## src/rtl/grb_pkg.sv

```systemverilog
// Shared types and constants for the group reverse buffer.
`timescale 1ns / 1ps

package grb_pkg;

    // Count field width covers group sizes up to 127 values
    localparam int CNT_W = 7;

    // Depth of the command queue between front and back
    localparam int Q_DEPTH = 2;

    // Group size after reset
    localparam logic [4:0] GROUP_SIZE_RST = 5'd2;

    // Register index of group_size
    localparam logic REG_GROUP_SIZE = 1'b0;

    // Drain command: one held group, read out by the back end
    typedef struct packed {
        logic             bank;
        logic [CNT_W-1:0] count;
        logic             rev;
        logic             eol;
    } t_cmd;

    // Bank release from the back end once its last word is read
    typedef struct packed {
        logic valid;
        logic bank;
    } t_rel;

endpackage

```

## src/rtl/grb_cmd_fifo.sv

```systemverilog
// Two-entry command queue between the front and back ends.
`timescale 1ns / 1ps

module grb_cmd_fifo (
    input  logic          i_clk,
    input  logic          i_rst_n,
    input  logic          i_push,
    input  grb_pkg::t_cmd i_push_cmd,
    output logic          o_push_ready,
    input  logic          i_pop,
    output grb_pkg::t_cmd o_pop_cmd,
    output logic          o_pop_valid
);

    grb_pkg::t_cmd r_slot [grb_pkg::Q_DEPTH];
    logic          r_wr_ptr;
    logic          r_rd_ptr;
    logic [1:0]    r_count;

    assign o_push_ready = (r_count != 2'(grb_pkg::Q_DEPTH));
    assign o_pop_valid  = (r_count != 2'd0);
    assign o_pop_cmd    = r_slot[r_rd_ptr];

    // Store pushed commands
    always_ff @(posedge i_clk) begin
        if (i_push) begin
            r_slot[r_wr_ptr] <= i_push_cmd;
        end
    end

    // Advance pointers and occupancy
    always_ff @(posedge i_clk) begin
        if (!i_rst_n) begin
            r_wr_ptr <= 1'b0;
            r_rd_ptr <= 1'b0;
            r_count  <= 2'd0;
        end else begin
            if (i_push) begin
                r_wr_ptr <= ~r_wr_ptr;
            end
            if (i_pop) begin
                r_rd_ptr <= ~r_rd_ptr;
            end
            if (i_push && !i_pop) begin
                r_count <= r_count + 2'd1;
            end else if (!i_push && i_pop) begin
                r_count <= r_count - 2'd1;
            end
        end
    end

`ifndef NO_ASSERTIONS
    a_no_overflow: assert property (@(posedge i_clk) disable iff (!i_rst_n)
        (r_count == 2'(grb_pkg::Q_DEPTH)) |-> !i_push)
        else $error("command pushed into full queue");
`endif

endmodule

```

## src/rtl/grb_front.sv

```systemverilog
// Front end: accepts list values, writes them to the group banks, queues drain commands.
`timescale 1ns / 1ps

module grb_front #(
    parameter int MAX_GROUP = 16,
    localparam int IW = (MAX_GROUP > 1) ? $clog2(MAX_GROUP) : 1
) (
    input  logic                 i_clk,
    input  logic                 i_rst_n,
    input  logic [4:0]           i_group_size,
    input  logic                 i_valid,
    output logic                 o_ready,
    input  logic [31:0]          i_value,
    input  logic                 i_eol,
    output logic                 o_wr_en,
    output logic [IW:0]          o_wr_addr,
    output logic [31:0]          o_wr_data,
    output logic                 o_push,
    output grb_pkg::t_cmd        o_push_cmd,
    input  logic                 i_push_ready,
    input  grb_pkg::t_rel        i_rel
);

    localparam int KW = $clog2(MAX_GROUP + 1);
    localparam int CW = (KW > 5) ? KW : 5;

    logic          r_bank;
    logic [KW-1:0] r_fill;
    logic [1:0]    r_busy;

    logic          accept;
    logic          fill_full;
    logic [KW-1:0] n_count;
    logic [CW-1:0] gs_x;
    logic [CW-1:0] k_eff;
    logic          group_done;
    logic [1:0]    n_busy;

    // Clamp group size into 1..MAX_GROUP
    always_comb begin
        gs_x = CW'(i_group_size);
        if (gs_x == '0) begin
            k_eff = CW'(1);
        end else if (gs_x > CW'(MAX_GROUP)) begin
            k_eff = CW'(MAX_GROUP);
        end else begin
            k_eff = gs_x;
        end
    end

    assign o_ready    = !r_busy[r_bank] && i_push_ready;
    assign accept     = i_valid && o_ready;
    assign fill_full  = (r_fill == KW'(MAX_GROUP));
    assign n_count    = fill_full ? r_fill : r_fill + KW'(1);
    assign group_done = (CW'(n_count) >= k_eff);

    // Write the value into the open bank
    assign o_wr_en   = accept && !fill_full;
    assign o_wr_addr = {r_bank, r_fill[IW-1:0]};
    assign o_wr_data = i_value;

    // Issue a drain command on a full group or end of list
    assign o_push           = accept && (group_done || i_eol);
    assign o_push_cmd.bank  = r_bank;
    assign o_push_cmd.count = grb_pkg::CNT_W'(n_count);
    assign o_push_cmd.rev   = group_done;
    assign o_push_cmd.eol   = i_eol;

    // Release a drained bank and claim the bank that just closed
    always_comb begin
        n_busy = r_busy;
        if (i_rel.valid) begin
            n_busy[i_rel.bank] = 1'b0;
        end
        if (o_push) begin
            n_busy[r_bank] = 1'b1;
        end
    end

    // Track fill level, open bank and bank ownership
    always_ff @(posedge i_clk) begin
        if (!i_rst_n) begin
            r_bank <= 1'b0;
            r_fill <= '0;
            r_busy <= 2'b00;
        end else begin
            r_busy <= n_busy;
            if (o_push) begin
                r_bank <= ~r_bank;
                r_fill <= '0;
            end else if (accept) begin
                r_fill <= n_count;
            end
        end
    end

`ifndef NO_ASSERTIONS
    a_fill_below_max: assert property (@(posedge i_clk) disable iff (!i_rst_n)
        r_fill < KW'(MAX_GROUP))
        else $error("held count reached the bank depth");
`endif

endmodule

```

## src/rtl/grb_back.sv

```systemverilog
// Back end: group banks, drain sequencer and output register.
`timescale 1ns / 1ps

module grb_back #(
    parameter int MAX_GROUP = 16,
    localparam int IW = (MAX_GROUP > 1) ? $clog2(MAX_GROUP) : 1
) (
    input  logic          i_clk,
    input  logic          i_rst_n,
    input  logic          i_wr_en,
    input  logic [IW:0]   i_wr_addr,
    input  logic [31:0]   i_wr_data,
    input  grb_pkg::t_cmd i_cmd,
    input  logic          i_cmd_valid,
    output logic          o_cmd_pop,
    output grb_pkg::t_rel o_rel,
    output logic          o_valid,
    input  logic          i_ready,
    output logic [31:0]   o_value,
    output logic          o_last,
    output logic          o_done
);

    localparam int KW = $clog2(MAX_GROUP + 1);

    logic [31:0]   r_mem [2 << IW];

    grb_pkg::t_cmd r_cmd;
    logic          r_active;
    logic [KW-1:0] r_idx;

    logic          r_s1_valid;
    logic [31:0]   r_rd_data;
    logic          r_s1_last;
    logic          r_s1_done;

    logic          r_o_valid;
    logic [31:0]   r_o_value;
    logic          r_o_last;
    logic          r_o_done;

    logic [KW-1:0] cnt;
    logic [KW-1:0] rd_idx;
    logic          s1_move;
    logic          issue;
    logic          issue_last;

    assign cnt        = r_cmd.count[KW-1:0];
    assign s1_move    = r_s1_valid && (!r_o_valid || i_ready);
    assign issue      = r_active && (!r_s1_valid || s1_move);
    assign issue_last = issue && (r_idx + KW'(1) == cnt);
    assign o_cmd_pop  = i_cmd_valid && (!r_active || issue_last);
    assign rd_idx     = r_cmd.rev ? (cnt - KW'(1) - r_idx) : r_idx;

    // Free the bank once its last word is read
    assign o_rel.valid = issue_last;
    assign o_rel.bank  = r_cmd.bank;

    // Bank storage
    always_ff @(posedge i_clk) begin
        if (i_wr_en) begin
            r_mem[i_wr_addr] <= i_wr_data;
        end
        if (issue) begin
            r_rd_data <= r_mem[{r_cmd.bank, rd_idx[IW-1:0]}];
            r_s1_last <= issue_last;
            r_s1_done <= issue_last && r_cmd.eol;
        end
    end

    // Load commands and the output register
    always_ff @(posedge i_clk) begin
        if (o_cmd_pop) begin
            r_cmd <= i_cmd;
        end
        if (s1_move) begin
            r_o_value <= r_rd_data;
            r_o_last  <= r_s1_last;
            r_o_done  <= r_s1_done;
        end
    end

    // Step the drain index and the stage valids
    always_ff @(posedge i_clk) begin
        if (!i_rst_n) begin
            r_active   <= 1'b0;
            r_idx      <= '0;
            r_s1_valid <= 1'b0;
            r_o_valid  <= 1'b0;
        end else begin
            if (o_cmd_pop) begin
                r_active <= 1'b1;
                r_idx    <= '0;
            end else if (issue_last) begin
                r_active <= 1'b0;
            end else if (issue) begin
                r_idx <= r_idx + KW'(1);
            end
            if (issue) begin
                r_s1_valid <= 1'b1;
            end else if (s1_move) begin
                r_s1_valid <= 1'b0;
            end
            if (s1_move) begin
                r_o_valid <= 1'b1;
            end else if (i_ready) begin
                r_o_valid <= 1'b0;
            end
        end
    end

    assign o_valid = r_o_valid;
    assign o_value = r_o_value;
    assign o_last  = r_o_last;
    assign o_done  = r_o_done;

`ifndef NO_ASSERTIONS
    a_idx_in_group: assert property (@(posedge i_clk) disable iff (!i_rst_n)
        r_active |-> (r_idx < cnt))
        else $error("drain index ran past the group");
    a_s1_hold: assert property (@(posedge i_clk) disable iff (!i_rst_n)
        (r_s1_valid && !s1_move) |=> (r_s1_valid && $stable(r_rd_data)))
        else $error("read stage lost a word while stalled");
`endif

endmodule

```

## src/rtl/group_reverse_buffer.sv

```systemverilog
// A value that closes a group or ends the list queues a drain command for its group;
// the back end reads the group out through its read and output registers, one result
// per cycle while the output is ready. A bank is freed once its last word is read,
// and output stalls hold the front.
// Reset (synchronous, active low) empties the banks, the queue and the output,
// and sets group_size to 2; bank contents are not cleared.
`timescale 1ns / 1ps

module group_reverse_buffer #(
    parameter int MAX_GROUP = 16
) (
    input  logic        i_clk,
    input  logic        i_rst_n,
    // Input stream
    input  logic        i_s_tvalid,
    output logic        o_s_tready,
    input  logic [31:0] i_s_tdata,   // [31:0] value
    input  logic        i_s_tlast,   // end_of_list
    // Output stream
    output logic        o_m_tvalid,
    input  logic        i_m_tready,
    output logic [31:0] o_m_tdata,   // [31:0] out_value
    output logic        o_m_tlast,   // last_of_run
    output logic        o_m_tuser,   // [0] list_done
    // Configuration
    input  logic        psel,
    input  logic        penable,
    input  logic        pwrite,
    input  logic [2:0]  paddr,
    input  logic [31:0] pwdata,
    output logic [31:0] prdata,
    output logic        pready
);

    localparam int IW = (MAX_GROUP > 1) ? $clog2(MAX_GROUP) : 1;

    logic [4:0]    r_group_size;

    logic          wr_en;
    logic [IW:0]   wr_addr;
    logic [31:0]   wr_data;
    logic          push;
    logic          push_ready;
    grb_pkg::t_cmd push_cmd;
    grb_pkg::t_cmd pop_cmd;
    logic          pop;
    logic          pop_valid;
    grb_pkg::t_rel rel;

    // Register file
    assign pready = 1'b1;
    assign prdata = (paddr[2] == grb_pkg::REG_GROUP_SIZE) ? {27'd0, r_group_size} : 32'd0;

    always_ff @(posedge i_clk) begin
        if (!i_rst_n) begin
            r_group_size <= grb_pkg::GROUP_SIZE_RST;
        end else if (psel && penable && pwrite && pready
                     && (paddr[2] == grb_pkg::REG_GROUP_SIZE)) begin
            r_group_size <= pwdata[4:0];
        end
    end

    grb_front #(
        .MAX_GROUP (MAX_GROUP)
    ) u_front (
        .i_clk        (i_clk),
        .i_rst_n      (i_rst_n),
        .i_group_size (r_group_size),
        .i_valid      (i_s_tvalid),
        .o_ready      (o_s_tready),
        .i_value      (i_s_tdata),
        .i_eol        (i_s_tlast),
        .o_wr_en      (wr_en),
        .o_wr_addr    (wr_addr),
        .o_wr_data    (wr_data),
        .o_push       (push),
        .o_push_cmd   (push_cmd),
        .i_push_ready (push_ready),
        .i_rel        (rel)
    );

    grb_cmd_fifo u_queue (
        .i_clk        (i_clk),
        .i_rst_n      (i_rst_n),
        .i_push       (push),
        .i_push_cmd   (push_cmd),
        .o_push_ready (push_ready),
        .i_pop        (pop),
        .o_pop_cmd    (pop_cmd),
        .o_pop_valid  (pop_valid)
    );

    grb_back #(
        .MAX_GROUP (MAX_GROUP)
    ) u_back (
        .i_clk       (i_clk),
        .i_rst_n     (i_rst_n),
        .i_wr_en     (wr_en),
        .i_wr_addr   (wr_addr),
        .i_wr_data   (wr_data),
        .i_cmd       (pop_cmd),
        .i_cmd_valid (pop_valid),
        .o_cmd_pop   (pop),
        .o_rel       (rel),
        .o_valid     (o_m_tvalid),
        .i_ready     (i_m_tready),
        .o_value     (o_m_tdata),
        .o_last      (o_m_tlast),
        .o_done      (o_m_tuser)
    );

`ifndef NO_ASSERTIONS
    a_done_is_last: assert property (@(posedge i_clk) disable iff (!i_rst_n)
        (o_m_tvalid && o_m_tuser) |-> o_m_tlast)
        else $error("list end flagged on a word that does not close its run");
`endif

endmodule
```

## config.mk

```make
export PLATFORM = sky130hd
export DESIGN_NAME = group_reverse_buffer
export DESIGN_NICKNAME = d
export VERILOG_FILES = /design/src/rtl/grb_pkg.sv /design/src/rtl/grb_cmd_fifo.sv /design/src/rtl/grb_front.sv /design/src/rtl/grb_back.sv /design/src/rtl/group_reverse_buffer.sv
export SDC_FILE = /design/constraint.sdc
export NUM_CORES = 1
export LEC_CHECK = 0
export BUFFER_PORTS_ARGS = -buffer_cell sky130_fd_sc_hd__buf_2
export CAP_MARGIN = 30
export CORE_UTILIZATION = 40
export CTS_BUF_LIST = sky130_fd_sc_hd__clkbuf_8 sky130_fd_sc_hd__clkbuf_16
export CTS_CLUSTER_SIZE = 40
export DETAILED_ROUTE_END_ITERATION = 10
export PLACE_DENSITY = 0.56
export SLEW_MARGIN = 10
export SYNTH_ARGS = -nofsm -noshare
export SYNTH_HDL_FRONTEND = slang
export SYNTH_SLANG_ARGS = --single-unit
```

## constraint.sdc

```tcl
create_clock -name i_clk -period 5.43 [get_ports i_clk]
set_input_delay 1.086 -clock i_clk [delete_from_list [all_inputs] [get_ports i_clk]]
set_output_delay 1.086 -clock i_clk [all_outputs]
set_load 0.03 [all_outputs]
```

==> impl_metrics.py, run 1 <==
metrics = {
    "status": {
        "status": "finished, final reports clean",
    },
    "setup_path": {
        "path_buf_inv": 3,
        "critical-path-max-stage-delay_ns": 0.61,
        "crit_arrival_ns": 4.75,
        "worstPathMaxFanout": 26,
        "reg2reg_depth": 10,
        "r2r-start": "u_back.r_idx[1]$_SDFFE_PP0P_",
        "endpoint_kind": "register",
        "r2r_end": "u_back.r_rd_data[2]$_DFFE_PP_",
        "cp_top_family": "compound AO/OA/AOI/OAI gates",
        "start_kind": "register",
        "path_cells": "inv_1, fa_4, xnor2_1, a21oi_4, nand2_2, buf_4, buf_4, a211oi_1, a2111oi_0, a211oi_1",
        "worstSetupPathType": "reg2reg",
        "cpMaxStageDelayCell": "a2111oi_0",
        "cp.required_ns": 5.84,
        "r2r_setup_slack_ns": 1.09,
    },
    "sta": {
        "finalHoldViolCount": 0,
        "fin_crit_sh_pct": 79.9,
        "maxSlewViolCount": 0,
        "setup_viol": 0,
        "setup_tns_ns": 0,
        "min_period_ns": 4.34,
        "relSlewSlack_pct": 33.1,
        "rsz0062_at_grt": "no",
        "worst_clock_skew_ns": 0.0227,
        "tightest_slew_ns": 1.00,
        "setup_slack_ns": 1.09,
        "fmax_ghz": 0.231,
    },
    "power_and_ir_drop": {
        "power_mw": 32.4,
        "p_comb_share_pct": 43.0,
        "power.switching_mw": 13.3,
        "power.leakage_nw": 18.2,
        "seqPwrFrac_pct": 32.8,
        "p_per_area_nw_per_um2": 578,
        "switching_share_pct": 41.1,
        "ir_worst_vdd_mv": 0.534,
        "p_clk_share_pct": 24.2,
        "internal_power_mw": 19.1,
    },
    "yosys": {
        "yosys-top-cells-area": "edfxtp_1 (68%), nand2_1 (4.1%), nor2_1 (3.2%)",
        "avgSynthCellArea_um2": 12.5,
        "synth_edf_count": 1116,
        "yosysMostFrequentCell": "edfxtp_1",
        "synthMuxAreaShare_pct": 0.547,
        "synthFlopType": "edfxtp_1",
        "synth_top_area_share_pct": 67.9,
        "yosysSeqAreaShare_pct": 68.9,
        "synth_adder_area_share_pct": 0.395,
        "yosys.area.top_type": "edfxtp_1",
        "synth_xor_area_share_pct": 0.266,
        "synth_compound_area_share_pct": 12.4,
        "ys_seq_elements": 1141,
        "syn-instance-count": 3956,
        "syn-cell-area_um2": 49400,
        "synthArstFlopShare_pct": 0,
        "synth_top_family_by_area": "simple AND/OR/NAND/NOR gates",
        "synthSimpleGateAreaFrac_pct": 14.1,
        "yosys-top-cells-count": "edfxtp_1 (1116), nand2_1 (534), nor2_1 (421), nand3_1 (204), nor3_1 (200)",
        "synth.distinct_cells": 70,
        "yosys_warnings": 0,
    },
    "place": {
        "gp_congestion": 0.786,
        "io_buffers": 86,
        "place_inst": 5485,
        "hpwl_mm": 83.1,
        "place_worst_setup_slack_ns": 1.14,
    },
    "floorplan": {
        "ioPinCount": 144,
        "die_w_um": 353,
        "dieHeight_um": 353,
        "die_area_um2": 125000,
        "core_um2": 122000,
        "initial_utilization_pct": 40.4,
        "rows": 128,
    },
    "final_layout": {
        "synthToLayoutAreaGrowth_pct": 13.6,
        "final_cells": 5704,
        "diodes": 0,
        "drive_above_1_share_pct": 11.7,
        "nNetsFinal": 4070,
        "fillCellCount": 10900,
    },
    "cts": {
        "tritoncts": "done",
        "clock_path_buffers": 3,
        "post_cts_buffers": 0,
        "cts-root-buf": "clkbuf_16",
        "cts_hold_buffers": 0,
        "worstSkewPairLatency_ns": 0.72,
        "cts_buffers": 118,
        "cts-resized-gates": 0,
        "clock-sinks": 1141,
        "htree_num_levels": 3,
        "clk_pin_slew_worst_paths_ns": 0.06,
    },
    "global_route": {
        "grt_pass1_vias": 33000,
        "grt_max_degree": 159,
        "grt_usage_pct": 24.1,
        "antenna_found_initial": 6,
        "gr-total-overflow": 0,
        "grt_pass1_wl_mm": 224,
    },
    "detailed_routing": {
        "wl_per_cell_um": 26.9,
        "vias": 34200,
        "drtIter0Drc": 3352,
        "drt-total-wl_mm": 154,
        "final_antenna_net_count": 0,
        "drc": 0,
        "drt-pass1-iter-count": 7,
        "vias_per_cell": 5.99,
    },
    "flow_run": {
        "maxCapViolations": 0,
    },
    "hold_path": {
        "min_path_type": "reg2reg",
        "worstHoldStart": "u_back.r_rd_data[10]$_DFFE_PP_",
        "min_delay_worst_endpoint": "u_back.o_value[10]$_DFFE_PP_",
        "worstHoldPathCells": 0,
    },
}
==> final cells by class <==
cell class                 count  area [µm²]  share of cell area (%)
sequential                  1141       34000                    60.7
multi-input combinational   2474       14100                    25.2
clock buffer                 121        3020                    5.38
timing repair buffer         225        2090                    3.73
tap                         1625        2030                    3.63
clock inverter                98         708                    1.26
inverter                      20        87.6                   0.156
==> sequential cells by signal, indices dropped and copies added (netlist names), 2 cells and up <==
register,cells
r_group_size,5
u_front.r_busy,2
u_queue.r_count,2
u_back.r_cmd,2
u_queue.r_slot,16
u_back.r_mem,1024
u_back.r_idx,5
u_back.cnt,5
u_back.o_value,32
u_front.r_fill,5
u_back.r_rd_data,32
==> layout by cell type (no fill, tap or decap), types with 28 or more instances in the layout <==
cell / Yosys / final
buf_12: 0 / 42
edfxtp_1: 1116 / 1116
clkbuf_16: 0 / 120
and3_1: 60 / 60
buf_4: 38 / 90
nor4_1: 53 / 53
buf_2: 99 / 86
clkinv_1: 2 / 28
nand2b_1: 47 / 47
nor3_1: 200 / 200
inv_1: 17 / 41
o21a_1: 42 / 42
o22ai_1: 56 / 56
a2111oi_0: 43 / 43
a211oi_1: 46 / 46
nor2_1: 421 / 386
a21oi_1: 52 / 51
nor2_4: 0 / 35
nand3_1: 204 / 204
conb_1: 2 / 28
o211ai_1: 166 / 166
o21ai_0: 156 / 156
a311oi_1: 102 / 102
nand2_1: 534 / 533
==> metal layers <==
| layer | track usage (%) | vias up | share of wire (%) |
|---|---|---|---|
| met4 | 8.84 | 6 | 3.3 |
| met2 | 39.1 | 1397 | 47 |
| li1 | - | 15100 | - |
| met3 | 3.55 | 293 | 6.9 |
| met5 | 0 | - | 0.028 |
| met1 | 33.0 | 17300 | 42 |
==> per-stage QoR <==
step	cell area, µm²	util [%]	hold WS (ns)
global route	56100	45.9	0.425
finish	56100	45.9	0.418
global placement	52200	42.7	0.404
detailed placement	52400	42.8	0.405
floorplan	49500	-	0.400
CTS	56100	45.9	0.419
==> cells by family (layout without fill, tap and decap cells) <==
logic type,Yosys count,after routing
and+or+nand+nor,1563,1563
DFF,1141,1141
AOI/OAI and AO/OA,831,831
buffers and inverters,367,464
muxes,22,22
adders and majority gates,15,15
xor gates and xnor gates,15,15
other,2,28
==> worst max path at each step <==
stage                                      start                              end  slack (ns)  cells past startpoint
finish              u_back.r_idx[1]$_SDFFE_PP0P_    u_back.r_rd_data[2]$_DFFE_PP_        1.09                     10
floorplan                             i_m_tready  u_queue.r_count[1]$_SDFFE_PN0P_        0.54                      8
global route        u_back.r_idx[1]$_SDFFE_PP0P_    u_back.r_rd_data[2]$_DFFE_PP_        0.89                     10
detailed placement  u_back.r_idx[1]$_SDFFE_PP0P_    u_back.r_rd_data[7]$_DFFE_PP_        1.14                      9
global placement    u_back.r_idx[1]$_SDFFE_PP0P_   u_back.r_rd_data[15]$_DFFE_PP_        1.10                     10
CTS                 u_back.r_idx[1]$_SDFFE_PP0P_   u_back.r_rd_data[15]$_DFFE_PP_        1.09                     10
==> power by group through the flow <==
stage               clock network (mW)  logic [mW]  registers (mW)
floorplan                            0        8.81            10.8
global placement                     0        13.7            10.8
detailed placement                   0        13.9            10.8
CTS                               7.97        13.9            10.6
global route                      8.30        15.1            10.7
finish                            7.85        13.9            10.6
Note: power is estimated with default switching activity, not from simulation.
==> inputs of run 2 (changes only) <==
Settings changed: ABC_AREA from default to 1.
Clock period 5.43 ns to 4.1 ns, I/O delays scaled along.
==> run 2 against run 1 <==
Non-clock buffer count shrank 43. Wire length shrank 18%. Largest power group unchanged. Critical endpoint is now u_back.r_rd_data[11]$_DFFE_PP_. Via count down 15%. Core utilization is essentially flat. Sequential share of layout area increased by 4.3 points. First-iteration DRC count decreased by 13%. Worst hold slack got worse by 0.083 ns. Area after synthesis down 6.7%. Clock power up 30%.
==> impl_metrics.py, run 2 <==
metrics = {
    "status": {
        "status": "finished, final reports clean",
    },
    "yosys": {
        "synth.distinct_cells": 34,
        "syn-instance-count": 3865,
        "synthArstFlopShare_pct": 0,
        "yosysMostFrequentCell": "edfxtp_1",
        "synth_edf_count": 1116,
        "syn-cell-area_um2": 46100,
        "yosys-top-cells-count": "edfxtp_1 (1116), nor2_1 (926), nand2_1 (547), o21ai_0 (433), nand3_1 (213)",
        "yosys_warnings": 0,
        "synth_top_area_share_pct": 72.7,
        "yosys.area.top_type": "edfxtp_1",
        "yosysSeqAreaShare_pct": 73.8,
        "yosys-top-cells-area": "edfxtp_1 (73%), nor2_1 (7.5%), o21ai_0 (4.7%)",
        "avgSynthCellArea_um2": 11.9,
        "ys_seq_elements": 1141,
        "synthFlopType": "edfxtp_1",
    },
    "cts": {
        "post_cts_buffers": 0,
        "clock-sinks": 1141,
        "cts_buffers": 116,
        "cts-root-buf": "clkbuf_16",
        "cts-resized-gates": 0,
        "clk_pin_slew_worst_paths_ns": 0.06,
        "tritoncts": "done",
        "cts_hold_buffers": 0,
        "clock_path_buffers": 3,
        "htree_num_levels": 3,
        "worstSkewPairLatency_ns": 0.71,
    },
    "place": {
        "hpwl_mm": 62.9,
        "placed_cell_area_um2": 48700,
        "gp_congestion": 0.775,
        "io_buffers": 86,
    },
    "sta": {
        "min_period_ns": 3.23,
        "tightest_slew_ns": 0.955,
        "relSlewSlack_pct": 36.3,
        "rsz0062_at_grt": "no",
        "setup_tns_ns": 0,
        "fmax_ghz": 0.310,
        "worst_clock_skew_ns": 0.0247,
        "fin_crit_sh_pct": 78.8,
        "finalHoldViolCount": 0,
        "setup_viol": 0,
        "maxSlewViolCount": 0,
    },
    "floorplan": {
        "core_um2": 114000,
        "dieHeight_um": 341,
        "rows": 124,
        "ioPinCount": 144,
        "die_area_um2": 117000,
        "initial_utilization_pct": 40.3,
        "die_w_um": 341,
    },
    "setup_path": {
        "endpoint_kind": "register",
        "cp.required_ns": 4.56,
        "critPathCapture": "u_back.r_rd_data[11]$_DFFE_PP_",
        "r2r_setup_slack_ns": 0.87,
        "crit_start": "u_back.r_idx[0]$_SDFFE_PP0P_",
        "r2r-start": "u_back.r_idx[0]$_SDFFE_PP0P_",
        "reg2reg_depth": 14,
        "crit_arrival_ns": 3.69,
        "path_cells": "inv_1, ha_1, fa_1, nand2_1, o21ai_4, buf_12, buf_4, nor2_1, o21ai_0, nand2_1, nand2_1, nand3_1, nand3_1, nand2_1",
        "start_kind": "register",
        "critical-path-max-stage-delay_ns": 0.48,
        "cpMaxStageDelayCell": "fa_1",
        "r2r_end": "u_back.r_rd_data[11]$_DFFE_PP_",
        "crit_path_frequent_cell": "nand2_1",
        "worstSetupPathType": "reg2reg",
        "worstPathMaxFanout": 54,
    },
    "detailed_routing": {
        "drt-total-wl_mm": 125,
        "drtIter0Drc": 2906,
        "drc": 0,
        "vias_per_cell": 5.23,
        "drt-pass1-iter-count": 5,
        "vias": 29000,
        "final_antenna_net_count": 0,
        "wl_per_cell_um": 22.6,
    },
    "global_route": {
        "grt_usage_pct": 21.3,
        "grt_pass1_vias": 27100,
        "grt_pass1_wl_mm": 183,
        "gr-total-overflow": 0,
        "antenna_found_initial": 9,
        "grt_max_degree": 129,
    },
    "power_and_ir_drop": {
        "ir_worst_vdd_mv": 0.594,
        "p_per_area_nw_per_um2": 751,
        "power.leakage_nw": 18.3,
    },
    "final_layout": {
        "finish.utilization_pct": 45.8,
        "drive_above_1_share_pct": 9.67,
        "layout_common_cells": "edfxtp_1 (1116), nor2_1 (894), nand2_1 (546), o21ai_0 (432), nand3_1 (213)",
        "design_area_um2": 52300,
        "nNetsFinal": 4028,
        "layout_commonest_cell": "edfxtp_1",
        "largest_reg_flops": 1024,
        "top_register": "u_back.r_mem",
        "synthToLayoutAreaGrowth_pct": 13.6,
    },
    "hold_path": {
        "min_path_type": "in2reg",
    },
    "flow_run": {
        "maxCapViolations": 0,
    },
}
-- run 2: worst min path at each step --
| stage | start | endpoint | slack [ns] | depth (start not counted) |
|---|---|---|---|---|
| finish | pwdata[1] | r_group_size[1]$_SDFFE_PN1P_ | 0.34 | 3 |
| global route | i_s_tlast | u_queue.r_slot[0][0]$_DFFE_PP_ | 0.31 | 1 |
| CTS | i_s_tlast | u_queue.r_slot[0][0]$_DFFE_PP_ | 0.30 | 1 |
| detailed placement | u_back.r_rd_data[0]$_DFFE_PP_ | u_back.o_value[0]$_DFFE_PP_ | 0.40 | 0 |
| global placement | u_back.r_rd_data[5]$_DFFE_PP_ | u_back.o_value[5]$_DFFE_PP_ | 0.41 | 0 |
| floorplan | u_back.r_s1_done$_DFFE_PP_ | u_back.o_done$_DFFE_PP_ | 0.40 | 0 |
-- run 2: layout make-up --
type,count,area (µm²)
fillers,10300,61800
flip-flops and latches,1141,34000
multi-input cells,2408,10800
clock buffers,118,2950
well taps,1512,1890
repair buffers,182,1650
clock inverters,95,706
inverters,89,355
diodes,2,5.00
-- run 2: report_power, final --
part           switching [mW]  internal [mW]
sequential              0.235           13.6
clock                    4.46           5.76
combinational            10.8           4.52
total                    15.5           23.9
-- run 2: cell families (layout without fill, tap and decap cells) --
family                     count (synthesis)  after routing  share of synthesized area, %
muxes                                      8              8                         0.196
xor gates and xnor gates                   6              6                         0.114
adders and majority gates                 15             15                         0.424
and+or+nand+nor                         1704           1704                          14.6
buffers and inverters                    342            484                          3.61
other                                      2             30                        0.0163
AOI/OAI and AO/OA                        647            647                          7.23
DFF                                     1141           1141                          73.8
-- run 2: metrics by stage --
step	worst slack (ns)	power, mW	hold WS (ns)	instances
2_1_floorplan	0.494	24.6	0.400	3891
3_3_place_gp	0.884	29.3	0.406	5332
4_1_cts	0.852	39.6	0.296	5545
5_1_grt	0.651	41.8	0.309	5546
3_5_place_dp	0.865	29.4	0.405	5332
6_report	0.871	39.3	0.335	5547
-- run 2: critical path: cells and delay by family (launching register included) --
| family | cells | cell delay (ns) |
|---|---|---|
| compound gates | 2 | 0.21 |
| buf+inv | 3 | 0.88 |
| fa+ha+maj | 2 | 0.70 |
| flops | 1 | 0.39 |
| simple gates | 7 | 0.75 |
-- run 2: layer usage --
| layer | track usage, % | share of wire, % |
|---|---|---|
| met5 | 0 | 0 |
| met1 | 29.3 | 44 |
| met4 | 6.27 | 2.4 |
| met2 | 35.1 | 48 |
| met3 | 3.21 | 6.1 |
